**config.mk**
```make
export PLATFORM = sky130hd
export DESIGN_NAME = nearest_palette_color_quantizer_top
export DESIGN_NICKNAME = d
export VERILOG_FILES = /design/src/rtl/npcq_pkg.sv /design/src/rtl/nearest_palette_color_quantizer_top.sv /design/src/rtl/npcq_ram.sv /design/src/rtl/npcq_search.sv
export SDC_FILE = /design/constraint.sdc
export NUM_CORES = 2
export LEC_CHECK = 0
export BUFFER_PORTS_ARGS = -buffer_cell sky130_fd_sc_hd__buf_4
export CORE_ASPECT_RATIO = 0.6
export CORE_MARGIN = 3
export CORE_UTILIZATION = 55
export CTS_CLUSTER_SIZE = 28
export DETAILED_ROUTE_END_ITERATION = 10
export PLACE_DENSITY = 0.71
export SKIP_LAST_GASP = 1
export SLEW_MARGIN = 10
export SYNTH_ARGS = -nofsm -noshare
export SYNTH_HDL_FRONTEND = slang
export SYNTH_SLANG_ARGS = --single-unit
export TNS_END_PERCENT = 5
```
**constraint.sdc**
```tcl
create_clock -name clock -period 8.7 [get_ports clock]
set_input_delay 1.74 -clock clock [delete_from_list [all_inputs] [get_ports clock]]
set_output_delay 1.74 -clock clock [all_outputs]
set_load 0.05 [all_outputs]
```
**src/rtl/npcq_pkg.sv**
```systemverilog
package npcq_pkg;

   localparam int IDX_W  = 6;
   localparam int COMP_W = 8;
   localparam int SQ_W   = 2 * COMP_W;
   localparam int DIST_W = 18;

   // function codes of an input item
   localparam logic FUNC_LOAD  = 1'b0;
   localparam logic FUNC_PIXEL = 1'b1;

   typedef struct packed {
      logic              func;
      logic [IDX_W-1:0]  entry_index;
      logic [COMP_W-1:0] in_red;
      logic [COMP_W-1:0] in_green;
      logic [COMP_W-1:0] in_blue;
   } req_type;

   typedef struct packed {
      logic [IDX_W-1:0]  best_index;
      logic [COMP_W-1:0] out_red;
      logic [COMP_W-1:0] out_green;
      logic [COMP_W-1:0] out_blue;
      logic [DIST_W-1:0] best_distance;
   } rsp_type;

   typedef struct packed {
      logic [COMP_W-1:0] red;
      logic [COMP_W-1:0] green;
      logic [COMP_W-1:0] blue;
   } rgb_type;

   localparam int RGB_W = $bits(rgb_type);

endpackage

```
**src/rtl/nearest_palette_color_quantizer_top.sv**
```systemverilog
// Nearest-palette color quantizer. The codebook of CODEBOOK_SIZE RGB entries (8 bits per
// component, all zero after reset) sits in a single-port-write, registered-read RAM. A load
// item (func = 0) writes one entry in the cycle it is accepted and gives no result; an
// entry_index not below CODEBOOK_SIZE is ignored. A pixel item (func = 1) sweeps the whole
// codebook, one RAM read per cycle, and returns the closest entry by squared RGB distance,
// the lowest index winning ties. A pixel's candidates pass the RAM read register, the
// squared-difference stage and the running minimum; the result then goes to the output
// register and rsp_valid, and the next item is taken once the sequencer is idle again. The
// sweep is serial as the codebook RAM has one read port; a load leaves the sequencer idle.
// A finished result sits in an output register, so the block keeps taking items while rsp
// is stalled; a second pixel then waits at the end of its sweep until the first result is
// taken. best_index carries the low 6 bits of the winning index. No clearing pass is needed
// after reset: a flop per entry marks it loaded, and an entry never loaded reads as zero.
module nearest_palette_color_quantizer_top #(
   parameter int CODEBOOK_SIZE = 64
) (
   input  logic              clock,
   input  logic              reset,
   input  logic              req_valid,
   output logic              req_stall,
   input  npcq_pkg::req_type req_item,
   output logic              rsp_valid,
   input  logic              rsp_stall,
   output npcq_pkg::rsp_type rsp_item
);

   localparam int AW = (CODEBOOK_SIZE > 1) ? $clog2(CODEBOOK_SIZE) : 1;
   localparam logic [AW-1:0] LAST_ADDR = AW'(CODEBOOK_SIZE - 1);

   // sequencer states
   localparam logic [1:0] ST_IDLE  = 2'd0;
   localparam logic [1:0] ST_SWEEP = 2'd1;
   localparam logic [1:0] ST_WAIT  = 2'd2;
   localparam logic [1:0] ST_OUT   = 2'd3;

   logic [1:0]                  state_ff, state_in;
   logic                        req_accept;
   logic                        rsp_free;

   // codebook write side
   logic                        wr_en;
   logic [AW-1:0]               wr_addr;
   logic [CODEBOOK_SIZE-1:0]    loaded_ff;

   // sweep side
   logic [AW-1:0]               rd_addr_ff, rd_addr_in;
   logic                        rd_vld_ff;
   logic                        rd_last_ff;
   logic [AW-1:0]               rd_idx_ff;
   logic                        rd_loaded_ff;
   logic [npcq_pkg::RGB_W-1:0]  ram_rd_data;
   npcq_pkg::rgb_type           cand_color;
   npcq_pkg::rgb_type           pixel_ff;

   // search results
   logic                        srch_done;
   logic [AW-1:0]               best_index;
   npcq_pkg::rgb_type           best_color;
   logic [npcq_pkg::DIST_W-1:0] best_dist;

   // output register
   logic                        rsp_valid_ff;
   npcq_pkg::rsp_type           rsp_item_ff;
   logic                        rsp_load;

   assign req_stall  = (state_ff != ST_IDLE);
   assign req_accept = req_valid && !req_stall;
   assign rsp_free   = !rsp_valid_ff || !rsp_stall;

   // loads beyond the codebook are dropped
   assign wr_en   = req_accept && (req_item.func == npcq_pkg::FUNC_LOAD)
                 && (int'(req_item.entry_index) < CODEBOOK_SIZE);
   assign wr_addr = AW'(req_item.entry_index);

   npcq_ram #(
      .WIDTH (npcq_pkg::RGB_W),
      .DEPTH (CODEBOOK_SIZE)
   ) u_codebook (
      .clock   (clock),
      .wr_en   (wr_en),
      .wr_addr (wr_addr),
      .wr_data ({req_item.in_red, req_item.in_green, req_item.in_blue}),
      .rd_addr (rd_addr_ff),
      .rd_data (ram_rd_data)
   );

   // per-entry loaded flags stand in for clearing the RAM at reset
   always_ff @(posedge clock) begin
      if (reset) begin
         loaded_ff <= '0;
      end else if (wr_en) begin
         loaded_ff[wr_addr] <= 1'b1;
      end
   end

   // sequencer
   always_comb begin
      state_in   = state_ff;
      rd_addr_in = rd_addr_ff;
      rsp_load   = 1'b0;
      case (state_ff)
         ST_IDLE: begin
            if (req_accept && (req_item.func == npcq_pkg::FUNC_PIXEL)) begin
               state_in   = ST_SWEEP;
               rd_addr_in = '0;
            end
         end
         ST_SWEEP: begin
            rd_addr_in = rd_addr_ff + AW'(1);
            if (rd_addr_ff == LAST_ADDR) begin
               state_in = ST_WAIT;
            end
         end
         ST_WAIT: begin
            if (srch_done) begin
               if (rsp_free) begin
                  rsp_load = 1'b1;
                  state_in = ST_IDLE;
               end else begin
                  state_in = ST_OUT;
               end
            end
         end
         ST_OUT: begin
            if (rsp_free) begin
               rsp_load = 1'b1;
               state_in = ST_IDLE;
            end
         end
         default: begin
            state_in = ST_IDLE;
         end
      endcase
   end

   always_ff @(posedge clock) begin
      if (reset) begin
         state_ff  <= ST_IDLE;
         rd_vld_ff <= 1'b0;
      end else begin
         state_ff  <= state_in;
         rd_vld_ff <= (state_ff == ST_SWEEP);
      end
      rd_addr_ff   <= rd_addr_in;
      rd_last_ff   <= (rd_addr_ff == LAST_ADDR);
      rd_idx_ff    <= rd_addr_ff;
      rd_loaded_ff <= loaded_ff[rd_addr_ff];
      if (req_accept) begin
         pixel_ff <= '{red:   req_item.in_red,
                       green: req_item.in_green,
                       blue:  req_item.in_blue};
      end
   end

   // entries never loaded take part as black
   assign cand_color = rd_loaded_ff ? npcq_pkg::rgb_type'(ram_rd_data) : '0;

   npcq_search #(
      .AW (AW)
   ) u_search (
      .clock      (clock),
      .reset      (reset),
      .pixel      (pixel_ff),
      .cand_valid (rd_vld_ff),
      .cand_last  (rd_last_ff),
      .cand_index (rd_idx_ff),
      .cand_color (cand_color),
      .done       (srch_done),
      .best_index (best_index),
      .best_color (best_color),
      .best_dist  (best_dist)
   );

   // output register, holds while stalled
   always_ff @(posedge clock) begin
      if (reset) begin
         rsp_valid_ff <= 1'b0;
      end else if (rsp_load) begin
         rsp_valid_ff <= 1'b1;
      end else if (!rsp_stall) begin
         rsp_valid_ff <= 1'b0;
      end
      if (rsp_load) begin
         rsp_item_ff.best_index    <= npcq_pkg::IDX_W'(best_index);
         rsp_item_ff.out_red       <= best_color.red;
         rsp_item_ff.out_green     <= best_color.green;
         rsp_item_ff.out_blue      <= best_color.blue;
         rsp_item_ff.best_distance <= best_dist;
      end
   end

   assign rsp_valid = rsp_valid_ff;
   assign rsp_item  = rsp_item_ff;

endmodule

```
**src/rtl/npcq_ram.sv**
```systemverilog
module npcq_ram #(
   parameter int WIDTH = 24,
   parameter int DEPTH = 64
) (
   input  logic                     clock,
   input  logic                     wr_en,
   input  logic [$clog2(DEPTH)-1:0] wr_addr,
   input  logic [WIDTH-1:0]         wr_data,
   input  logic [$clog2(DEPTH)-1:0] rd_addr,
   output logic [WIDTH-1:0]         rd_data
);

   logic [WIDTH-1:0] mem [DEPTH];
   logic [WIDTH-1:0] rd_data_ff;

   always_ff @(posedge clock) begin
      if (wr_en) begin
         mem[wr_addr] <= wr_data;
      end
      rd_data_ff <= mem[rd_addr];
   end

   assign rd_data = rd_data_ff;

endmodule

```
**src/rtl/npcq_search.sv**
```systemverilog
module npcq_search #(
   parameter int AW = 6
) (
   input  logic                       clock,
   input  logic                       reset,
   input  npcq_pkg::rgb_type          pixel,
   input  logic                       cand_valid,
   input  logic                       cand_last,
   input  logic [AW-1:0]              cand_index,
   input  npcq_pkg::rgb_type          cand_color,
   output logic                       done,
   output logic [AW-1:0]              best_index,
   output npcq_pkg::rgb_type          best_color,
   output logic [npcq_pkg::DIST_W-1:0] best_dist
);

   // stage 1: squared component differences
   logic                        s1_vld_ff;
   logic                        s1_last_ff;
   logic [AW-1:0]               s1_idx_ff;
   npcq_pkg::rgb_type           s1_color_ff;
   logic [npcq_pkg::SQ_W-1:0]   sq_r_ff, sq_g_ff, sq_b_ff;
   logic [npcq_pkg::SQ_W-1:0]   sq_r_in, sq_g_in, sq_b_in;

   // stage 2: running minimum
   logic                        done_ff;
   logic [AW-1:0]               best_idx_ff;
   npcq_pkg::rgb_type           best_color_ff;
   logic [npcq_pkg::DIST_W-1:0] best_dist_ff;
   logic [npcq_pkg::DIST_W-1:0] cand_dist;
   logic                        take;

   function automatic logic [npcq_pkg::SQ_W-1:0] sq_diff(
      input logic [npcq_pkg::COMP_W-1:0] a,
      input logic [npcq_pkg::COMP_W-1:0] b
   );
      logic [npcq_pkg::COMP_W-1:0] d;
      d = (a > b) ? (a - b) : (b - a);
      return npcq_pkg::SQ_W'(d) * npcq_pkg::SQ_W'(d);
   endfunction

   always_comb begin
      sq_r_in = sq_diff(pixel.red,   cand_color.red);
      sq_g_in = sq_diff(pixel.green, cand_color.green);
      sq_b_in = sq_diff(pixel.blue,  cand_color.blue);
   end

   always_ff @(posedge clock) begin
      if (reset) begin
         s1_vld_ff <= 1'b0;
      end else begin
         s1_vld_ff <= cand_valid;
      end
      s1_last_ff  <= cand_last;
      s1_idx_ff   <= cand_index;
      s1_color_ff <= cand_color;
      sq_r_ff     <= sq_r_in;
      sq_g_ff     <= sq_g_in;
      sq_b_ff     <= sq_b_in;
   end

   assign cand_dist = npcq_pkg::DIST_W'(sq_r_ff) + npcq_pkg::DIST_W'(sq_g_ff)
                    + npcq_pkg::DIST_W'(sq_b_ff);

   // first entry always taken, later ones only when strictly closer
   assign take = s1_vld_ff && ((s1_idx_ff == '0) || (cand_dist < best_dist_ff));

   always_ff @(posedge clock) begin
      if (reset) begin
         done_ff <= 1'b0;
      end else begin
         done_ff <= s1_vld_ff && s1_last_ff;
      end
      if (take) begin
         best_idx_ff   <= s1_idx_ff;
         best_color_ff <= s1_color_ff;
         best_dist_ff  <= cand_dist;
      end
   end

   assign done       = done_ff;
   assign best_index = best_idx_ff;
   assign best_color = best_color_ff;
   assign best_dist  = best_dist_ff;

endmodule
```
==> impl_metrics.py <==
metrics = {
    "timing": {
        "fmax_mhz": 133,
        "rsz0062_at_grt": "false",
        "finalClockSkew_ns": 0.0210,
        "maxSlewHeadroom_pct": 16.9,
        "finalMaxSlewViolations": 0,
        "min_period_ns": 7.51,
        "setup_tns_ns": 0,
        "holdWs_ns": 0.327,
        "setup_viol": 0,
        "hold_viol": 0,
        "fin_ws_ns": 1.19,
        "worst_slew_pin_slew_ns": 1.24,
        "min_period_over_period_pct": 86.3,
    },
    "route": {
        "wl_per_cell_um": 29.0,
        "drt-pass1-iter-count": 5,
        "drt_iter0_drc": 4998,
        "drt_drc_violations_left": 0,
        "wirelength_um": 175000,
        "vias": 37500,
        "avgViaCountPerCell": 6.21,
        "ant_nets": 0,
    },
    "clock_network": {
        "cts_resized": 0,
        "cts_hold_buf": 0,
        "htree_levels": 4,
        "cts_sinks": 1840,
        "clock_latency_ns": 0.77,
        "clock_path_buffers": 3,
        "cts_tree": "built",
        "cts_setup_buffers": 0,
        "cts_buffers": 156,
        "cts_root_buf": "clkbuf_16",
        "path_clk_slew_ns": 0.07,
    },
    "grt": {
        "grt_overflow": 0,
        "grt_max_degree": 116,
        "grt_pass1_wl_um": 258000,
        "antenna_found_initial": 9,
        "track_usage_pct": 25.0,
        "grt_pass1_vias": 37100,
    },
    "power_and_ir_drop": {
        "comb_power_share_pct": 24.7,
        "power.share.clock_pct": 31.1,
        "power.internal_mw": 16.3,
        "p_leak_nw": 28.7,
        "irDropWorstVdd_uv": 268,
        "switching_share_pct": 28.7,
        "p_per_area_nw_per_um2": 271,
        "seq_power_share_pct": 44.2,
        "p_sw_mw": 6.56,
        "power.total_mw": 22.9,
    },
    "finish": {
        "final_cell_mix": "1662 x edfxtp_1, 450 x mux4_2, 241 x mux2i_1, 236 x nor2_1, 206 x inv_1",
        "nFillCells": 9280,
        "final_common_cell": "edfxtp_1",
        "drive_above_1_share_pct": 22.6,
        "nNetsFinal": 4409,
        "area_delta_synth_final_pct": 11.2,
    },
    "placed_design": {
        "dp_hpwl_um": 103000,
        "port_buffers": 84,
        "pre_cts_slack_ns": 1.32,
        "place_congestion": 0.847,
    },
    "die": {
        "die_x_um": 485,
        "io-pin-count": 85,
        "fp.coreArea_um2": 135000,
        "row_count": 104,
        "die-area_um2": 142000,
        "die_y_um": 294,
        "start_util_pct": 56.0,
    },
    "synth": {
        "synthSimpleGateAreaFrac_pct": 2.69,
        "syn_avg_cell_area_um2": 19.2,
        "synth-async-reset-ratio_pct": 0,
        "syn_area_um2": 75800,
        "synth-compound-area-share_pct": 1.91,
        "yosysWarnings": 0,
        "ys_seq_area_share_pct": 70.5,
        "synthMuxAreaShare_pct": 16.6,
        "synthFlopType": "edfxtp_1",
        "ys_types": 67,
        "synth_xor_area_share_pct": 1.11,
        "netlist_instances": 3956,
        "synth_nets": 4259,
        "synth_edf_count": 1662,
        "synth-seq-cells": 1840,
        "synthAdderAreaFrac_pct": 5.24,
        "synth_top_family_by_area": "multiplexers",
    },
    "critical_path": {
        "crit_required_ns": 9.35,
        "endpoint_kind": "flip-flop",
        "crit_top_cell": "fa_1",
        "cp.arrival_ns": 8.15,
        "critPathBufInv": 3,
        "path_max_fanout": 15,
        "cpMaxStageDelayCell": "xor2_1",
        "critPathMaxStageDelay_ns": 0.67,
        "crit_type": "reg2reg",
        "path_delay_family": "adder cells",
        "worstSetupStartpointType": "flip-flop",
    },
    "flow_run": {
        "drv_cap": 0,
    },
    "hold_path": {
        "worstHoldPathType": "reg2reg",
    },
    "outcome": {
        "outcome": "finished clean",
    },
}
## cell usage after synthesis (63+ instances only)
cell type | n | area (um^2)
a21oi_1 | 74 | 370
clkbuf_1 | 84 | 315
dfxtp_1 | 178 | 3560
edfxtp_1 | 1662 | 49900
fa_1 | 82 | 1640
ha_1 | 186 | 2330
inv_1 | 206 | 773
mux2i_1 | 241 | 2410
mux4_2 | 450 | 10100
nand2_1 | 64 | 240
nor2_1 | 301 | 1130
xnor2_1 | 63 | 552
## through the flow
stage | utilization, % | area (um^2) | std cells
detailed placement | 58.4 | 79100 | 5750
global route | 62.2 | 84300 | 6039
floorplan | - | 75800 | 3956
CTS | 62.2 | 84300 | 6039
finish | 62.2 | 84300 | 6042
global placement | 58.4 | 79100 | 5750
## flip-flops by register name (all words and copies together) (netlist names), 15 cells and up
name,count
loaded_ff,64
u_codebook.rd_data,24
u_search.sq_g_ff,15
u_search.best_dist,18
u_search.sq_r_ff,15
u_search.best_color,24
u_codebook.mem,1536
u_search.s1_color_ff,24
rsp_item,48
pixel_ff,24
u_search.sq_b_ff,15
## logic make-up (layout without fill, tap and decap cells)
group                    after synthesis  in the layout
flip-flops                          1840           1840
multiplexers                         693            693
AND/OR/NAND/NOR                      475            475
buffers and inverters                370            651
adder cells (fa/ha/maj)              268            268
AO/OA/AOI/OAI                        218            218
XOR/XNOR                              92             92
other                                  0              3
## worst paths after layout
kind	end	slack, ns	depth (start not counted)	from
max reg2reg	u_search.sq_b_ff[15]	1.19	26	rd_loaded_ff
min	u_search.s1_idx_ff[4]	0.33	0	rd_idx_ff[4]
min reg2reg	u_search.s1_idx_ff[4]	0.33	0	rd_idx_ff[4]
max	u_search.sq_b_ff[15]	1.19	26	rd_loaded_ff
## layout make-up
class                   count  area [um^2]  share of cell area, %
diodes                      3         7.51                0.00891
multi-input cells        1746        21300                   25.3
flip-flops and latches   1840        53500                   63.5
clock buffers             193         4220                   5.01
inverters                 208          781                  0.927
repair buffers            154         1260                   1.49
clock inverters            96          936                   1.11
well taps                1802         2250                   2.68
## routing by layer
metal	track usage, %	vias to the layer above	wire length, um
li1	-	15800	-
met1	40.6	19700	79900
met2	34.1	1747	72800
met3	6.39	211	18700
met4	5.76	2	3650
met5	0	-	17
## power by group through the flow
stage / clock network (mW) / logic [mW] / registers [mW]
global placement: 0 / 5.46 / 10.3
global route: 7.57 / 6.35 / 10.1
finish: 7.11 / 5.64 / 10.1
CTS: 7.21 / 5.61 / 10.1
detailed placement: 0 / 5.57 / 10.3
floorplan: 0 / 4.12 / 10.2
## worst reg2reg max path: stages, from the launching register on
cell      delay, ns
dfxtp_1        0.57
buf_4          0.34
nand2_1        0.15
inv_1          0.09
ha_1           0.14
inv_1          0.07
fa_1           0.39
a31oi_1        0.32
o22ai_1        0.12
o22a_1         0.37
mux2i_1        0.24
xor2_1         0.67
nor2_1         0.23
fa_1           0.61
xnor2_1        0.13
xnor2_1        0.15
fa_1           0.45
fa_1           0.44
ha_1           0.33
nand2_1        0.08
o21ai_0        0.15
or4_1          0.51
nand4_1        0.14
a21boi_0       0.09
o21a_1         0.17
nor2_1         0.12
xnor3_1        0.30
No activity file was read; power rests on OpenSTA's default activity.
